**src/hdl/assert_macros.svh**
```systemverilog
// Assertion macros used by the RTL of the edge manifold checker.
// Active in simulation; empty when SYNTH is defined.
`ifndef ASSERT_MACROS_SVH
`define ASSERT_MACROS_SVH
`ifndef SYNTH
`define ASSERT_CLK(label, clk, rst, prop, msg) \
   label: assert property (@(posedge clk) disable iff (rst) (prop)) else $error(msg);
`define ASSERT_NEVER(label, clk, rst, cond, msg) \
   label: assert property (@(posedge clk) disable iff (rst) !(cond)) else $error(msg);
`else
`define ASSERT_CLK(label, clk, rst, prop, msg)
`define ASSERT_NEVER(label, clk, rst, cond, msg)
`endif
`endif

```
**src/hdl/memc_ram.sv**
```systemverilog
// Generic single-port synchronous RAM with registered read.
// No dependencies.
`default_nettype none
module memc_ram #(
   parameter int WIDTH = 8,
   parameter int DEPTH = 16
) (
   input  wire logic                     clock,
   input  wire logic                     we,
   input  wire logic [$clog2(DEPTH)-1:0] addr,
   input  wire logic [WIDTH-1:0]         wdata,
   output logic      [WIDTH-1:0]         rdata_ff
);
   logic [WIDTH-1:0] mem [DEPTH];

   // write the addressed entry when we is set; the addressed entry is read out registered
   always_ff @(posedge clock) begin
      if (we) begin
         mem[addr] <= wdata;
      end
      rdata_ff <= mem[addr];
   end
endmodule
`default_nettype wire

```
**config.mk**
```make
export PLATFORM = sky130hd
export DESIGN_NAME = memc_ram
export DESIGN_NICKNAME = d
export VERILOG_FILES = /design/src/hdl/assert_macros.svh /design/src/hdl/memc_ram.sv
export SDC_FILE = /design/constraint.sdc
export NUM_CORES = 1
export LEC_CHECK = 0
export BUFFER_PORTS_ARGS = -buffer_cell sky130_fd_sc_hd__buf_2
export CORE_MARGIN = 2
export CORE_UTILIZATION = 45
export CTS_BUF_LIST = sky130_fd_sc_hd__clkbuf_8
export DETAILED_ROUTE_END_ITERATION = 6
export HOLD_SLACK_MARGIN = 0.05
export PLACE_DENSITY_LB_ADDON = 0.3
export SLEW_MARGIN = 20
export SYNTH_ARGS = -nofsm -noshare
export SYNTH_HDL_FRONTEND = slang
export SYNTH_SLANG_ARGS = --single-unit
export TNS_END_PERCENT = 30
```
**constraint.sdc**
```tcl
create_clock -name clock -period 5.6 [get_ports clock]
set_input_delay 0.84 -clock clock [delete_from_list [all_inputs] [get_ports clock]]
set_output_delay 0.84 -clock clock [all_outputs]
set_load 0.02 [all_outputs]
```
### Word level (Yosys, flattened, before mapping)

Memory sizes are Yosys's and may differ from the RTL's. A register that Yosys moved wholly into a read port is not among the register bits.
Cells that the tools add are included.

| word-level totals | value |
|---|---|
| register bits after elaboration | 0 |
| RAM bits | 128 |
| input bits | 14 |
| output and inout bits | 8 |
| logic and storage cells | 3 |
| memories | 1 |

| cells by class | value |
|---|---|
| mux-type cells | 2 |

Memories:

| memory | depth | width | read ports | clocked after memory_dff | write ports | line | source |
|---|---|---|---|---|---|---|---|
| mem | 16 | 8 | 1 | 1 | 1 | memc_ram.sv:14 | `logic [WIDTH-1:0] mem [DEPTH];` |

Operator list:

| kind | number |
|---|---|
| 1-bit two-way mux | 2 |

### Logic depth before layout (Yosys ltp)

| logic depth | value |
|---|---|
| word-level depth | 2 |
| gate-level depth with buffers | 5 |

### Worst setup path after synthesis

No wires, ideal clock.

| timing | value |
|---|---|
| kind | input to register |
| start point | input port addr[2] |
| end point | memory mem[0][0] (enable) |
| arrival time | 1.950 ns |
| data required time | 5.217 ns |
| setup slack | 3.267 ns |
| stages | 2 |
| path buffers | 0 |
| cells stage by stage | or3b_2 nor3_1 |

RTL lines:

| what | line | source |
|---|---|---|
| from (decl) | memc_ram.sv:10 | `input wire logic [$clog2(DEPTH)-1:0] addr,` |
| to (decl) | memc_ram.sv:14 |  |

Straight into the memory's write port.

### Worst setup path in the final report

| timing | value |
|---|---|
| start point | input port addr[1] |
| end point | memory mem[3][7] (enable) |

Straight into the memory's write port.

==> flow_metrics.tcl <==
set metrics [dict create \
    hp-class "register to register" \
    ant_nets 0 \
    vias 2365 \
    crit_family "simple AND/OR/NAND/NOR gates" \
    stdcell_count 416 \
    min_period_ps 2551 \
    slew_headroom_pct 37.13 \
    cp.arrival_ps 2610 \
    final_nets 277 \
    startpoint "addr[1]" \
    grt_setup_unrepaired "no" \
    power_mw 2.022 \
    drv_slew 0 \
    status "complete, no violations" \
    die_x_microns 110.1 \
    die-area_sq_um 12130 \
    post_cts_buffers 0 \
    cts_hold_buffers 0 \
    port_buffers 21 \
    synth_area_sq_um 5067 \
    routed_wl_microns 9577 \
    grt_pass1_vias 2470 \
    synth_top_cell_by_area "edfxtp_1" \
    place_hpwl_microns 6062 \
    synth_top_area_share_pct 75.85 \
    root_buffer "clkbuf_8" \
    dp_cells 384 \
    synth_edf_count 128 \
    avgSynthCellArea_sq_um 22.03 \
    cts_buffers 17 \
    grt_max_degree 40 \
    wire_per_inst_microns 23.02 \
    p_leak_nw 1.820 \
    remaining_drc_errors 0 \
    ys.flop_type "edfxtp_1" \
    rr_worst_depth 3 \
    ir_worst_vdd_mv 0.1447 \
    cp-start-kind "primary input" \
    r2r_slack_ps 4230 \
    fill_cells 855 \
    ys_warn_count 0 \
    cp.required_ps 5660 \
    crit_chain "buf_2 -> nand2_1 -> nor2_1" \
    final_cell_mix "edfxtp_1, mux4_2, buf_2" \
    avgViaCountPerCell 5.685 \
    setup_viol_count_final 0 \
    io-pin-count 22 \
    cts_resized 0 \
    worst_slew_pin_slew_ps 939.5 \
    diodes 0 \
    hold_viol 0 \
    place_congestion 0.7559 \
    synthToLayoutAreaGrowth_pct 12.81 \
    synth_cells 230 \
    start_util_pct 46.34 \
    cpMaxStageDelayCell "nor2_1" \
    max_freq_mhz 392.1 \
    max_stage_delay_ps 790 \
    ys_types 18 \
    grt_pass1_wl_microns 14430 \
    crit_end "mem[3][7]" \
    cts.sinks 136 \
    firstDrtPassIters 4 \
    crit_type "primary input to register" \
    finalCritPeriodShare_pct 45.55 \
    r2r_end "rdata_ff[7]" \
    cts.clk_slew.worst_paths_ps 80 \
    seq_area_frac_synth_pct 79.01 \
    track_usage_pct 17.71 \
    worstSkewPairLatency_ps 430 \
    setup_tns_ps 0 \
    cts_tree "built" \
    power_density_nw_per_um2 353.6 \
    layout_commonest_cell "edfxtp_1" \
    synth_area_leaders "edfxtp_1, mux4_2, dfxtp_1" \
    drt_iter0_drc 203 \
    clk_path_buf_depth 2 \
    std_cell_rows 38 \
    ys_ff_latch 136 \
    clock_skew_ps 8.877 \
    dieHeight_microns 110.1 \
    r2r-start "mem[3][7]" \
    grt_overflow_total 0 \
    critical_path_buf_inv_count 1 \
    seq_area_sq_um 4004 \
    end_kind "register" \
    cts-htree-levels 4 \
    cp_max_fo 39 \
    synthesis.nets 244 \
    core_sq_um 10940 \
    crit_cells 3 \
    multi_input_area_sq_um 1013 \
    async_reset_ff_share_pct 0 \
    antenna_found_initial 0 \
    drive_gt1_share_pct 33.33 \
    maxCapViolCount 0 \
]
==> cells by family after synthesis <==
kind of cell	synth area share, %
compound gates	2.370
buf+inv	1.185
flops	79.01
mux	14.22
simple gates	3.210
==> worst min-delay path: cells and delay by family (launching register included) <==
family / cells / cell delay [ps]
DFF: 1 / 320
AOI/OAI and AO/OA: 1 / 60
and+or+nand+nor: 1 / 50
muxes: 1 / 220
==> layout make-up <==
cell class              instances  area share [%]
clock inverters                15           2.714
flip-flops and latches        136           70.04
repair buffers                 25           2.364
clock buffers                  17           4.093
multi-input cells              83           17.73
well taps                     140           3.064
==> per-layer routing <==
layer | wire (microns) | vias up | GRT usage (%)
met4 | 145 | 0 | 8.214
met2 | 4814 | 101 | 27.61
li1 | - | 1028 | -
met3 | 744 | 14 | 3.998
met5 | 0 | - | 0
met1 | 3872 | 1222 | 23.96
==> stage by stage <==
stage | utilization (%) | cell area, sq um | setup slack (ps) | hold WS [ps]
CTS | 52.28 | 5717 | 3073 | 675.6
floorplan | - | 5067 | 3267 | 634.9
global route | 52.28 | 5717 | 2933 | 690.9
finish | 52.28 | 5717 | 3049 | 672.9
global placement | 48.60 | 5315 | 2537 | 654.5
detailed placement | 48.72 | 5328 | 2608 | 661.8
==> Yosys cell counts, types with 4 or more instances <==
cell,n
edfxtp_1,128
mux4_2,32
a22oi_1,16
nor2_1,13
nand2_1,9
dfxtp_1,8
buf_1,4
nor3_1,4
==> power breakdown <==
| group | switching, mW | total, mW | internal (mW) |
|---|---|---|---|
| clock network | 0.376 | 0.770 | 0.395 |
| registers | 0.00705 | 1.14 | 1.14 |
| logic | 0.0662 | 0.108 | 0.0414 |
| total | 0.449 | 2.02 | 1.57 |
==> how the worst min path moves through the flow <==
| stage | from | end | slack, ps | cells after the start |
|---|---|---|---|---|
| CTS | mem[6][5] | rdata_ff[5] | 680 | 3 |
| finish | mem[13][2] | rdata_ff[2] | 670 | 3 |
| detailed placement | mem[6][5] | rdata_ff[5] | 660 | 3 |
| floorplan | mem[14][0] | rdata_ff[0] | 630 | 3 |
| global placement | mem[12][7] | rdata_ff[7] | 650 | 3 |
| global route | mem[15][7] | rdata_ff[7] | 690 | 3 |
==> sequential cells by signal, indices dropped and copies added (netlist names) <==
name / count
mem: 128
rdata_ff: 8
Power figures use the tool's default switching activity.
